==> config.mk <==
export PLATFORM = sky130hd
export DESIGN_NAME = velocity_keyboard_matrix_scanner_unit
export DESIGN_NICKNAME = d
export VERILOG_FILES = /design/src/hdl/vkms_pkg.sv /design/src/hdl/vkms_ram.sv /design/src/hdl/vkms_div.sv /design/src/hdl/velocity_keyboard_matrix_scanner_unit.sv
export SDC_FILE = /design/constraint.sdc
export NUM_CORES = 2
export LEC_CHECK = 0
export BUFFER_PORTS_ARGS = -buffer_cell sky130_fd_sc_hd__buf_2
export CAP_MARGIN = 10
export CORE_AREA = 2 2 797 799
export CTS_CLUSTER_SIZE = 16
export DETAILED_ROUTE_END_ITERATION = 8
export DIE_AREA = 0 0 799 801
export GPL_TIMING_DRIVEN = 0
export SYNTH_ARGS = -nofsm -noshare
export SYNTH_HDL_FRONTEND = slang
export SYNTH_SLANG_ARGS = --single-unit
==> constraint.sdc <==
create_clock -name clock -period 7.4 [get_ports clock]
set_clock_uncertainty 0.2 [all_clocks]
set_input_delay 0.37 -clock clock [delete_from_list [all_inputs] [get_ports clock]]
set_output_delay 0.37 -clock clock [all_outputs]
set_load 0.01 [all_outputs]
==> src/hdl/vkms_pkg.sv <==
// Package for the velocity keyboard matrix scanner.
// Holds payload and control types, sizes, register codes and the note, velocity and channel ROMs.
// No dependencies.
package vkms_pkg;

   localparam int NUM_ROWS    = 17;
   localparam int NUM_COLUMNS = 24;
   localparam int TIME_WIDTH  = 32;
   localparam int ROW_W       = 5;
   localparam int COL_W       = 5;
   localparam int PAIR_COUNT  = 96;
   localparam int PAIR_W      = 7;
   localparam int PIN_W       = 8;
   localparam int CFG_W       = 16;
   localparam int QUOT_W      = 7;
   localparam int DIVIDEND_W  = CFG_W + QUOT_W;
   localparam int DV_W        = CFG_W + QUOT_W - 1;
   localparam int CNT_W       = 3;
   localparam int CSR_INDEX_W = 2;

   localparam logic [ROW_W-1:0] CHANNEL_ROW   = 5'd16;
   localparam logic [COL_W-1:0] FIRST_CH_COL  = 5'd8;
   localparam logic [6:0]       VEL_IDX_MAX   = 7'd127;
   localparam logic [6:0]       VEL_IDX_MIN   = 7'd1;
   localparam logic [6:0]       QUOT_SAT      = 7'd126;
   localparam logic [7:0]       NOTE_MAX      = 8'd127;

   localparam logic [CSR_INDEX_W-1:0] CSR_FASTEST = 2'd0;
   localparam logic [CSR_INDEX_W-1:0] CSR_SLOWEST = 2'd1;
   localparam logic [CSR_INDEX_W-1:0] CSR_FIXED   = 2'd2;

   typedef struct packed {
      logic [ROW_W-1:0]       row_index;
      logic [NUM_COLUMNS-1:0] contact_bits;
      logic [TIME_WIDTH-1:0]  time_ms;
   } req_type;

   typedef struct packed {
      logic [6:0] key_note;
      logic [6:0] velocity_out;
      logic [3:0] midi_channel;
      logic       last_of_row;
   } rsp_type;

   typedef enum logic [2:0] {
      ST_IDLE,
      ST_SCAN,
      ST_READ,
      ST_DIV,
      ST_EMIT,
      ST_FLUSH
   } state_type;

   typedef struct packed {
      logic                  start;
      logic [DIVIDEND_W-1:0] dividend;
      logic [CFG_W-1:0]      divisor;
   } div_req_type;

   typedef struct packed {
      logic              done;
      logic [QUOT_W-1:0] quotient;
   } div_rsp_type;

   localparam logic [6:0] VEL_ROM [128] = '{
      7'h01, 7'h01, 7'h01, 7'h01, 7'h01, 7'h01, 7'h01, 7'h01,
      7'h01, 7'h01, 7'h01, 7'h01, 7'h01, 7'h01, 7'h01, 7'h01,
      7'h01, 7'h01, 7'h01, 7'h02, 7'h02, 7'h02, 7'h02, 7'h02,
      7'h02, 7'h02, 7'h02, 7'h02, 7'h02, 7'h03, 7'h03, 7'h03,
      7'h03, 7'h03, 7'h03, 7'h03, 7'h03, 7'h04, 7'h04, 7'h04,
      7'h04, 7'h04, 7'h04, 7'h05, 7'h05, 7'h05, 7'h05, 7'h06,
      7'h06, 7'h06, 7'h06, 7'h07, 7'h07, 7'h07, 7'h07, 7'h08,
      7'h08, 7'h08, 7'h09, 7'h09, 7'h09, 7'h0a, 7'h0a, 7'h0b,
      7'h0b, 7'h0b, 7'h0c, 7'h0c, 7'h0d, 7'h0d, 7'h0e, 7'h0f,
      7'h0f, 7'h10, 7'h10, 7'h11, 7'h12, 7'h12, 7'h13, 7'h14,
      7'h15, 7'h16, 7'h16, 7'h17, 7'h18, 7'h19, 7'h1a, 7'h1b,
      7'h1c, 7'h1d, 7'h1f, 7'h20, 7'h21, 7'h22, 7'h24, 7'h25,
      7'h27, 7'h28, 7'h2a, 7'h2b, 7'h2d, 7'h2f, 7'h31, 7'h33,
      7'h35, 7'h37, 7'h39, 7'h3b, 7'h3d, 7'h40, 7'h42, 7'h45,
      7'h48, 7'h4a, 7'h4d, 7'h50, 7'h54, 7'h57, 7'h5a, 7'h5e,
      7'h61, 7'h65, 7'h69, 7'h6d, 7'h72, 7'h76, 7'h7b, 7'h7f
   };

   localparam logic [7:0] NOTE_ROM [192] = '{
      8'd39, 8'd33, 8'd40, 8'd35, 8'd37, 8'd36, 8'd38, 8'd33,
      8'd35, 8'd37, 8'd36, 8'd38, 8'd33, 8'd39, 8'd34, 8'd40,
      8'd38, 8'd34, 8'd39, 8'd34, 8'd40, 8'd35, 8'd37, 8'd36,
      8'd93, 8'd86, 8'd79, 8'd72, 8'd65, 8'd58, 8'd51, 8'd44,
      8'd90, 8'd83, 8'd76, 8'd69, 8'd62, 8'd55, 8'd48, 8'd41,
      8'd94, 8'd87, 8'd80, 8'd73, 8'd66, 8'd59, 8'd52, 8'd45,
      8'd91, 8'd84, 8'd77, 8'd70, 8'd63, 8'd56, 8'd49, 8'd42,
      8'd95, 8'd88, 8'd81, 8'd74, 8'd67, 8'd60, 8'd53, 8'd46,
      8'd92, 8'd85, 8'd78, 8'd71, 8'd64, 8'd57, 8'd50, 8'd43,
      8'd96, 8'd89, 8'd82, 8'd75, 8'd68, 8'd61, 8'd54, 8'd47,
      8'd93, 8'd86, 8'd79, 8'd72, 8'd65, 8'd58, 8'd51, 8'd44,
      8'd90, 8'd83, 8'd76, 8'd69, 8'd62, 8'd55, 8'd48, 8'd41,
      8'd94, 8'd87, 8'd80, 8'd73, 8'd66, 8'd59, 8'd52, 8'd45,
      8'd91, 8'd84, 8'd77, 8'd70, 8'd63, 8'd56, 8'd49, 8'd42,
      8'd95, 8'd88, 8'd81, 8'd74, 8'd67, 8'd60, 8'd53, 8'd46,
      8'd92, 8'd85, 8'd78, 8'd71, 8'd64, 8'd57, 8'd50, 8'd43,
      8'd96, 8'd89, 8'd82, 8'd75, 8'd68, 8'd61, 8'd54, 8'd47,
      8'd93, 8'd86, 8'd79, 8'd72, 8'd65, 8'd58, 8'd51, 8'd44,
      8'd90, 8'd83, 8'd76, 8'd69, 8'd62, 8'd55, 8'd48, 8'd41,
      8'd94, 8'd87, 8'd80, 8'd73, 8'd66, 8'd59, 8'd52, 8'd45,
      8'd91, 8'd84, 8'd77, 8'd70, 8'd63, 8'd56, 8'd49, 8'd42,
      8'd95, 8'd88, 8'd81, 8'd74, 8'd67, 8'd60, 8'd53, 8'd46,
      8'd92, 8'd85, 8'd78, 8'd71, 8'd64, 8'd57, 8'd50, 8'd43,
      8'd96, 8'd89, 8'd82, 8'd75, 8'd68, 8'd61, 8'd54, 8'd47
   };

   localparam logic [3:0] CHAN_ROM [16] = '{
      4'd7, 4'd6, 4'd5, 4'd4, 4'd3, 4'd2, 4'd1, 4'd0,
      4'd15, 4'd14, 4'd13, 4'd12, 4'd11, 4'd10, 4'd9, 4'd8
   };

endpackage

==> src/hdl/vkms_ram.sv <==
// Generic single-port-write, single-port-read RAM with registered read data.
// Width and depth set by parameters; no package dependency.
module vkms_ram #(
   parameter int WIDTH = 32,
   parameter int DEPTH = 96
) (
   input  logic                     clock,
   input  logic                     we,
   input  logic [$clog2(DEPTH)-1:0] waddr,
   input  logic [WIDTH-1:0]         wdata,
   input  logic [$clog2(DEPTH)-1:0] raddr,
   output logic [WIDTH-1:0]         rdata
);

   logic [WIDTH-1:0] mem_ff [DEPTH];
   logic [WIDTH-1:0] rdata_ff;

   always_ff @(posedge clock) begin
      if (we) begin
         mem_ff[waddr] <= wdata;
      end
      rdata_ff <= mem_ff[raddr];
   end

   assign rdata = rdata_ff;

endmodule

==> src/hdl/vkms_div.sv <==
// Bit-serial restoring divider producing a 7-bit quotient, one bit per cycle.
// Depends on vkms_pkg for operand widths and the request and response structs.
module vkms_div (
   input  logic                  clock,
   input  logic                  reset,
   input  vkms_pkg::div_req_type div_req,
   output vkms_pkg::div_rsp_type div_rsp
);

   logic                            busy_ff, busy_in;
   logic                            done_ff, done_in;
   logic [vkms_pkg::CNT_W-1:0]      cnt_ff, cnt_in;
   logic [vkms_pkg::DIVIDEND_W-1:0] rem_ff, rem_in;
   logic [vkms_pkg::DV_W-1:0]       dv_ff, dv_in;
   logic [vkms_pkg::QUOT_W-1:0]     q_ff, q_in;
   logic                            ge;

   assign ge = rem_ff >= {1'b0, dv_ff};

   always_comb begin
      busy_in = busy_ff;
      done_in = 1'b0;
      cnt_in  = cnt_ff;
      rem_in  = rem_ff;
      dv_in   = dv_ff;
      q_in    = q_ff;
      if (div_req.start) begin
         busy_in = 1'b1;
         cnt_in  = vkms_pkg::CNT_W'(vkms_pkg::QUOT_W);
         rem_in  = div_req.dividend;
         dv_in   = {div_req.divisor, {(vkms_pkg::QUOT_W-1){1'b0}}};
         q_in    = '0;
      end else if (busy_ff) begin
         if (ge) begin
            rem_in = rem_ff - {1'b0, dv_ff};
         end
         q_in   = {q_ff[vkms_pkg::QUOT_W-2:0], ge};
         dv_in  = dv_ff >> 1;
         cnt_in = cnt_ff - 1'b1;
         if (cnt_ff == vkms_pkg::CNT_W'(1)) begin
            busy_in = 1'b0;
            done_in = 1'b1;
         end
      end
   end

   always_ff @(posedge clock) begin
      if (reset) begin
         busy_ff <= 1'b0;
         done_ff <= 1'b0;
         cnt_ff  <= '0;
      end else begin
         busy_ff <= busy_in;
         done_ff <= done_in;
         cnt_ff  <= cnt_in;
      end
      rem_ff <= rem_in;
      dv_ff  <= dv_in;
      q_ff   <= q_in;
   end

   assign div_rsp.done     = done_ff;
   assign div_rsp.quotient = q_ff;

endmodule

==> src/hdl/velocity_keyboard_matrix_scanner_unit.sv <==
// Velocity keyboard matrix scanner: one row request in, note events out.
// Each accepted request is walked column by column in the scan state; a note-off goes on to the
// emit state, a note-on to the capture read, the bit-serial divide if needed, then the emit state.
// Each event is held until the next one or the flush, which marks it last of row.
// One request at a time: a new row is accepted only in the idle state; output stalls can hold the scan.
// Reset (synchronous): patterns all open, captures cleared via valid bits, channel 0.
module velocity_keyboard_matrix_scanner_unit (
   input  logic                               clock,
   input  logic                               reset,
   input  logic                               req_valid,
   output logic                               req_ready,
   input  vkms_pkg::req_type                  req_data,
   output logic                               rsp_valid,
   input  logic                               rsp_ready,
   output vkms_pkg::rsp_type                  rsp_data,
   input  logic                               csr_valid,
   output logic                               csr_ready,
   input  logic [vkms_pkg::CSR_INDEX_W-1:0]   csr_index,
   input  logic [vkms_pkg::CFG_W-1:0]         csr_data
);

   vkms_pkg::state_type state_ff, state_in;

   logic [vkms_pkg::CFG_W-1:0]       fast_ff, fast_in;
   logic [vkms_pkg::CFG_W-1:0]       slow_ff, slow_in;
   logic                             fixed_ff, fixed_in;
   logic [3:0]                       chan_ff, chan_in;
   logic [vkms_pkg::NUM_COLUMNS-1:0] pat_ff [vkms_pkg::NUM_ROWS];
   logic [vkms_pkg::NUM_COLUMNS-1:0] pat_in [vkms_pkg::NUM_ROWS];
   logic [vkms_pkg::PAIR_COUNT-1:0]  cap_valid_ff, cap_valid_in;

   logic [vkms_pkg::ROW_W-1:0]       row_ff, row_in;
   logic [vkms_pkg::NUM_COLUMNS-1:0] chg_ff, chg_in;
   logic [vkms_pkg::NUM_COLUMNS-1:0] bits_ff, bits_in;
   logic [vkms_pkg::TIME_WIDTH-1:0]  time_ff, time_in;
   logic [vkms_pkg::COL_W-1:0]       col_ff, col_in;
   logic [vkms_pkg::PAIR_W-1:0]      pair_ff, pair_in;

   vkms_pkg::rsp_type res_ff, res_in;
   vkms_pkg::rsp_type pend_ff, pend_in;
   logic              pend_valid_ff, pend_valid_in;
   vkms_pkg::rsp_type rsp_ff, rsp_in;
   logic              rsp_valid_ff, rsp_valid_in;

   logic                             ram_we;
   logic [vkms_pkg::PAIR_W-1:0]      ram_raddr;
   logic [vkms_pkg::TIME_WIDTH-1:0]  ram_rdata;
   vkms_pkg::div_req_type            div_req;
   vkms_pkg::div_rsp_type            div_rsp;

   logic                             out_free;
   logic [vkms_pkg::NUM_COLUMNS-1:0] req_chg;
   logic [vkms_pkg::PAIR_W-1:0]      pair;
   logic [vkms_pkg::PIN_W-1:0]       pin;
   logic [7:0]                       note_raw;
   logic [6:0]                       note;
   logic [vkms_pkg::COL_W-1:0]       ch_col;
   logic [vkms_pkg::TIME_WIDTH-1:0]  cap;
   logic [vkms_pkg::TIME_WIDTH-1:0]  delay;
   logic [vkms_pkg::TIME_WIDTH-1:0]  diff;
   logic [vkms_pkg::CFG_W-1:0]       span;
   logic [6:0]                       vel_idx;

   vkms_ram #(
      .WIDTH(vkms_pkg::TIME_WIDTH),
      .DEPTH(vkms_pkg::PAIR_COUNT)
   ) u_cap_ram (
      .clock(clock),
      .we   (ram_we),
      .waddr(pair),
      .wdata(time_ff),
      .raddr(ram_raddr),
      .rdata(ram_rdata)
   );

   vkms_div u_div (
      .clock  (clock),
      .reset  (reset),
      .div_req(div_req),
      .div_rsp(div_rsp)
   );

   assign out_free = !rsp_valid_ff || rsp_ready;
   assign pair     = {col_ff, row_ff[2:1]};
   assign pin      = {col_ff, row_ff[2:0]};
   assign note_raw = vkms_pkg::NOTE_ROM[pin];
   assign note     = (note_raw > vkms_pkg::NOTE_MAX) ? 7'd127 : note_raw[6:0];
   assign ch_col   = col_ff - vkms_pkg::FIRST_CH_COL;
   assign cap      = cap_valid_ff[pair_ff] ? ram_rdata : '0;
   assign delay    = time_ff - cap;
   assign diff     = delay - vkms_pkg::TIME_WIDTH'(fast_ff);
   assign span     = slow_ff - fast_ff;
   assign vel_idx  = (div_rsp.quotient >= vkms_pkg::QUOT_SAT) ? vkms_pkg::VEL_IDX_MIN
                                                              : 7'd127 - div_rsp.quotient;

   always_comb begin
      req_chg = '0;
      if (req_data.row_index < vkms_pkg::ROW_W'(vkms_pkg::NUM_ROWS)) begin
         req_chg = req_data.contact_bits ^ pat_ff[req_data.row_index];
      end
   end

   always_comb begin
      state_in      = state_ff;
      fast_in       = fast_ff;
      slow_in       = slow_ff;
      fixed_in      = fixed_ff;
      chan_in       = chan_ff;
      pat_in        = pat_ff;
      cap_valid_in  = cap_valid_ff;
      row_in        = row_ff;
      chg_in        = chg_ff;
      bits_in       = bits_ff;
      time_in       = time_ff;
      col_in        = col_ff;
      pair_in       = pair_ff;
      res_in        = res_ff;
      pend_in       = pend_ff;
      pend_valid_in = pend_valid_ff;
      rsp_in        = rsp_ff;
      rsp_valid_in  = rsp_valid_ff;
      ram_we        = 1'b0;
      ram_raddr     = pair;
      div_req       = '0;

      if (rsp_valid_ff && rsp_ready) begin
         rsp_valid_in = 1'b0;
      end

      if (csr_valid) begin
         case (csr_index)
            vkms_pkg::CSR_FASTEST: fast_in  = csr_data;
            vkms_pkg::CSR_SLOWEST: slow_in  = csr_data;
            vkms_pkg::CSR_FIXED:   fixed_in = csr_data[0];
            default: ;
         endcase
      end

      case (state_ff)
         vkms_pkg::ST_IDLE: begin
            if (req_valid && (req_chg != '0)) begin
               pat_in[req_data.row_index] = req_data.contact_bits;
               row_in   = req_data.row_index;
               chg_in   = req_chg;
               bits_in  = req_data.contact_bits;
               time_in  = req_data.time_ms;
               col_in   = '0;
               state_in = vkms_pkg::ST_SCAN;
            end
         end
         vkms_pkg::ST_SCAN: begin
            if (chg_ff == '0) begin
               state_in = vkms_pkg::ST_FLUSH;
            end else begin
               chg_in  = chg_ff >> 1;
               bits_in = bits_ff >> 1;
               col_in  = col_ff + 1'b1;
               if (chg_ff[0]) begin
                  if (row_ff == vkms_pkg::CHANNEL_ROW) begin
                     if (col_ff >= vkms_pkg::FIRST_CH_COL) begin
                        chan_in = vkms_pkg::CHAN_ROM[ch_col[3:0]];
                     end
                  end else if (!row_ff[3]) begin
                     if (!bits_ff[0]) begin
                        ram_we             = 1'b1;
                        cap_valid_in[pair] = 1'b1;
                     end else begin
                        cap_valid_in[pair] = 1'b0;
                        res_in.key_note     = note;
                        res_in.velocity_out = '0;
                        res_in.midi_channel = chan_ff;
                        res_in.last_of_row  = 1'b0;
                        state_in            = vkms_pkg::ST_EMIT;
                     end
                  end else if (!bits_ff[0]) begin
                     pair_in             = pair;
                     res_in.key_note     = note;
                     res_in.midi_channel = chan_ff;
                     res_in.last_of_row  = 1'b0;
                     state_in            = vkms_pkg::ST_READ;
                  end
               end
            end
         end
         vkms_pkg::ST_READ: begin
            if (cap == '0) begin
               state_in = vkms_pkg::ST_SCAN;
            end else if (fixed_ff || (delay <= vkms_pkg::TIME_WIDTH'(fast_ff))
                         || (slow_ff <= fast_ff)) begin
               res_in.velocity_out = vkms_pkg::VEL_ROM[vkms_pkg::VEL_IDX_MAX];
               state_in            = vkms_pkg::ST_EMIT;
            end else if (diff >= vkms_pkg::TIME_WIDTH'(span)) begin
               res_in.velocity_out = vkms_pkg::VEL_ROM[vkms_pkg::VEL_IDX_MIN];
               state_in            = vkms_pkg::ST_EMIT;
            end else begin
               div_req.start    = 1'b1;
               div_req.dividend = {diff[vkms_pkg::CFG_W-1:0], {(vkms_pkg::QUOT_W){1'b0}}}
                                  - vkms_pkg::DIVIDEND_W'(diff[vkms_pkg::CFG_W-1:0]);
               div_req.divisor  = span;
               state_in         = vkms_pkg::ST_DIV;
            end
         end
         vkms_pkg::ST_DIV: begin
            if (div_rsp.done) begin
               res_in.velocity_out = vkms_pkg::VEL_ROM[vel_idx];
               state_in            = vkms_pkg::ST_EMIT;
            end
         end
         vkms_pkg::ST_EMIT: begin
            if (!pend_valid_ff) begin
               pend_in       = res_ff;
               pend_valid_in = 1'b1;
               state_in      = vkms_pkg::ST_SCAN;
            end else if (out_free) begin
               rsp_in        = pend_ff;
               rsp_valid_in  = 1'b1;
               pend_in       = res_ff;
               state_in      = vkms_pkg::ST_SCAN;
            end
         end
         vkms_pkg::ST_FLUSH: begin
            if (!pend_valid_ff) begin
               state_in = vkms_pkg::ST_IDLE;
            end else if (out_free) begin
               rsp_in             = pend_ff;
               rsp_in.last_of_row = 1'b1;
               rsp_valid_in       = 1'b1;
               pend_valid_in      = 1'b0;
               state_in           = vkms_pkg::ST_IDLE;
            end
         end
         default: state_in = vkms_pkg::ST_IDLE;
      endcase
   end

   always_ff @(posedge clock) begin
      if (reset) begin
         state_ff      <= vkms_pkg::ST_IDLE;
         fast_ff       <= '0;
         slow_ff       <= vkms_pkg::CFG_W'(127);
         fixed_ff      <= 1'b0;
         chan_ff       <= '0;
         cap_valid_ff  <= '0;
         pend_valid_ff <= 1'b0;
         rsp_valid_ff  <= 1'b0;
         for (int i = 0; i < vkms_pkg::NUM_ROWS; i++) begin
            pat_ff[i] <= '1;
         end
      end else begin
         state_ff      <= state_in;
         fast_ff       <= fast_in;
         slow_ff       <= slow_in;
         fixed_ff      <= fixed_in;
         chan_ff       <= chan_in;
         cap_valid_ff  <= cap_valid_in;
         pend_valid_ff <= pend_valid_in;
         rsp_valid_ff  <= rsp_valid_in;
         pat_ff        <= pat_in;
      end
      row_ff  <= row_in;
      chg_ff  <= chg_in;
      bits_ff <= bits_in;
      time_ff <= time_in;
      col_ff  <= col_in;
      pair_ff <= pair_in;
      res_ff  <= res_in;
      pend_ff <= pend_in;
      rsp_ff  <= rsp_in;
   end

   assign req_ready = (state_ff == vkms_pkg::ST_IDLE);
   assign csr_ready = 1'b1;
   assign rsp_valid = rsp_valid_ff;
   assign rsp_data  = rsp_ff;

   a_idle_no_pending: assert property (@(posedge clock) disable iff (reset)
      (state_ff == vkms_pkg::ST_IDLE) |-> !pend_valid_ff)
      else $error("pending event left over while idle");

   a_div_done_in_div: assert property (@(posedge clock) disable iff (reset)
      div_rsp.done |-> (state_ff == vkms_pkg::ST_DIV))
      else $error("divider finished outside divide state");

   a_flush_marks_last: assert property (@(posedge clock) disable iff (reset)
      (state_ff == vkms_pkg::ST_FLUSH) && pend_valid_ff && out_free
      |=> rsp_valid_ff && rsp_ff.last_of_row)
      else $error("flushed event not marked last of row");

endmodule

==> impl_metrics.json <==
{
  "dr.pass1.iters": 7,
  "synth_most_common_cell": "edfxtp_1",
  "instances_no_fill": 18949,
  "worstHoldPathCells": 2,
  "max_freq_mhz": 128.2,
  "slowest_stage": "or4_1",
  "area_delta_synth_final_pct": 22.30,
  "synthFlopType": "edfxtp_1",
  "grt_pass1_wl_um": 784900,
  "hold_viol_final": 0,
  "critPathTopFamily": "simple AND/OR/NAND/NOR gates",
  "vias": 97799,
  "cts_made_buffers": 387,
  "slew_headroom_pct": 2.402,
  "maxCapViolCount": 0,
  "setup_tns_ns": -32.56,
  "antenna_found_initial": 42,
  "ys_types": 91,
  "cp.required_ns": 7.87,
  "grt_usage_pct": 17.52,
  "vdd_drop_max_uv": 329.4,
  "dp_cells": 17995,
  "async_flop_share_pct": 0,
  "worst-path-max-fanout": 7,
  "die_h_um": 801,
  "synth-seq-cells": 3859,
  "violations": "negative setup slack",
  "synth_nets": 9435,
  "ant_nets": 0,
  "arrival_ns": 8.27,
  "clockBufferDepth": 4,
  "synth_top_area_share_pct": 62.18,
  "synth_edf_count": 3263,
  "initial_utilization_pct": 24.98,
  "gp_congestion": 0.9971,
  "cts.clk_slew.worst_paths_ns": 0.07,
  "grt_max_degree": 35,
  "r2r_slack_ns": -0.40,
  "clock_latency_ns": 1.00,
  "layout_min_cycle_time_ns": 7.803,
  "yosysSeqAreaShare_pct": 69.75,
  "crit_type": "register to register",
  "slowest_delay_ns": 0.50,
  "die_area_um2": 640000,
  "viasPerCell": 5.161,
  "r2r_cells": 34,
  "cts_max_level": 5,
  "cts_tree": "yes",
  "power.density_nw_per_um2": 335.8,
  "syn-cell-area_um2": 157600,
  "fin_crit_sh_pct": 105.4,
  "wl_per_cell_um": 30.87,
  "synth_cells": 9207,
  "gr-total-overflow": 0,
  "nNetsFinal": 10444,
  "drtIter0Drc": 16894,
  "rsz0062_at_grt": "yes",
  "yosysWarningCount": 0,
  "drive_gt1_share_pct": 23.81,
  "synth_area_leaders": "edfxtp_1 (62%), mux4_2 (13%), dfxtp_1 (7.6%)",
  "report.power.total_mw": 64.72,
  "avgSynthCellArea_um2": 17.12,
  "slew_violations": 0,
  "endpoint_kind": "register",
  "port_buffers": 79,
  "core_um2": 631000,
  "grt_pass1_vias": 92163,
  "clock_sinks": 3859,
  "num_io_pins": 106,
  "status": "complete, but fails checks",
  "dpl.hpwl_um": 406700,
  "critical_path_buf_inv_count": 10,
  "pre_cts_slack_ns": -2.391,
  "setup_viol_count_final": 106,
  "holdWs_ns": 0.06922,
  "crit_cells": 34,
  "rows": 292,
  "cts-root-buf": "clkbuf_16",
  "cp_common_cell": "buf_6",
  "drt-total-wl_um": 584900,
  "drc_errors": 0,
  "die_width_um": 799,
  "synthTopCellsByCount": "edfxtp_1 (3263), mux4_2 (931), nand2_1 (849)",
  "setup_ws_ns": -0.4031,
  "cp-start-kind": "register",
  "worst_slew_pin_slew_ns": 1.464,
  "worstHoldPathType": "input pin to register",
  "leakagePower_nw": 61.16,
  "yosysTopAreaCell": "edfxtp_1"
}
-- worst register-to-register path: cells and delay by family (launching register included) --
kind | cells | cell delay, ns
AO/OA/AOI/OAI | 9 | 1.89
XOR/XNOR | 2 | 0.38
adder cells (fa/ha/maj) | 3 | 0.74
buffers and inverters | 10 | 1.39
flip-flops | 1 | 0.37
multiplexers | 2 | 0.59
AND/OR/NAND/NOR | 8 | 1.93
-- metrics by stage --
| step | util [%] | area [µm²] |
|---|---|---|
| after floorplan | - | 157700 |
| after global placement | 26.71 | 168500 |
| after detailed placement | 28.04 | 176900 |
| after CTS | 30.42 | 192000 |
| after global routing | 30.54 | 192700 |
| final | 30.55 | 192700 |
-- power by group --
part / total [mW] / switching, mW / internal, mW / leakage [nW]
clock network: 19.6 / 8.75 / 10.9 / 6.10
registers: 25.2 / 0.408 / 24.8 / 34.2
logic: 19.9 / 13.7 / 6.14 / 20.8
total: 64.7 / 22.9 / 41.8 / 61.2
-- cell type report --
cell class | count | area, µm²
Antenna cell | 32 | 80.08
Fill cell | 61100 | 438200
Clock buffer | 466 | 10230
Multi-Input combinational cell | 4625 | 46340
Buffer | 613 | 2898
Timing Repair Buffer | 619 | 10090
Inverter | 111 | 416.7
Clock inverter | 245 | 2281
Tap cell | 8379 | 10480
Sequential cell | 3859 | 109900
-- cells by family (layout without fill, tap and decap cells) --
logic type / Yosys count / after routing / synth area share [%]
flops: 3859 / 3859 / 69.75
simple gates: 1641 / 1645 / 4.655
mux: 1466 / 1466 / 16.71
compound gates: 1247 / 1247 / 5.126
buf+inv: 727 / 2054 / 1.916
fa+ha+maj: 145 / 145 / 1.169
xor+xnor: 121 / 121 / 0.6725
other cells: 1 / 33 / 0.002380
-- per-layer routing --
layer,GRT usage (%),routed length [µm],vias to the layer above
li1,-,-,38670
met1,22.50,217600,50643
met2,25.82,250000,7051
met3,6.066,76970,1415
met4,9.512,39730,20
met5,0.4723,621,-
-- layout by cell type (no fill, tap or decap), types with 36 or more instances in the layout --
cell type / synthesis / layout
inv_1: 108 / 108
clkbuf_1: 345 / 348
a22oi_1: 36 / 36
nand3_1: 108 / 92
a211oi_1: 134 / 134
ha_1: 140 / 126
buf_16: 0 / 161
nor3_1: 56 / 53
clkinv_2: 0 / 85
mux2i_1: 527 / 527
nand2_1: 849 / 839
nor2b_1: 132 / 132
buf_12: 0 / 133
o211ai_1: 47 / 47
buf_1: 170 / 119
o21ai_0: 218 / 186
nor2_4: 2 / 101
o22ai_1: 71 / 71
buf_2: 51 / 175
dlygate4sd3_1: 0 / 124
edfxtp_1: 3263 / 3263
buf_4: 40 / 90
a21oi_1: 378 / 350
xnor2_1: 65 / 55
clkbuf_16: 0 / 394
clkinv_1: 0 / 73
mux4_2: 931 / 931
buf_8: 2 / 67
dfxtp_1: 596 / 596
clkbuf_2: 1 / 46
xor2_1: 56 / 52
a211o_1: 120 / 120
nor2_1: 300 / 189
-- sequential cells by signal, summed over array words and instances (netlist names), 7 cells and up, named ones only --
name	cells
u_cap_ram.mem_ff	3072
pat_ff	408
time_ff	32
u_cap_ram.rdata	32
bits_ff	24
chg_ff	24
u_div.rem_ff	23
u_div.dv_ff	22
rsp_data	19
pend_ff	18
res_ff	18
fast_ff	16
slow_ff	16
pair_ff	7
u_div.q_ff	7
-- timing repair --
| item | 4_1_cts | 5_1_grt |
|---|---|---|
| hold buffers | 124 | 0 |
| endpoints found under the hold margin | 298 | 0 |
| resized for setup | 193 | 64 |
| setup buffers | 54 | 12 |
| cloned | 5 | 2 |
| pin swaps | 56 | 30 |
| setup endpoints to repair | 1155 | 1386 |
-- path summary, 6_finish.rpt --
kind | startpoint | to
min | req_data[2] | time_ff[2]
min reg2reg | pend_ff[14] | rsp_data[14]
max reg2reg | pair_ff[1] | res_ff[7]
max | pair_ff[1] | res_ff[7]
(Power assumes the default switching activity.)
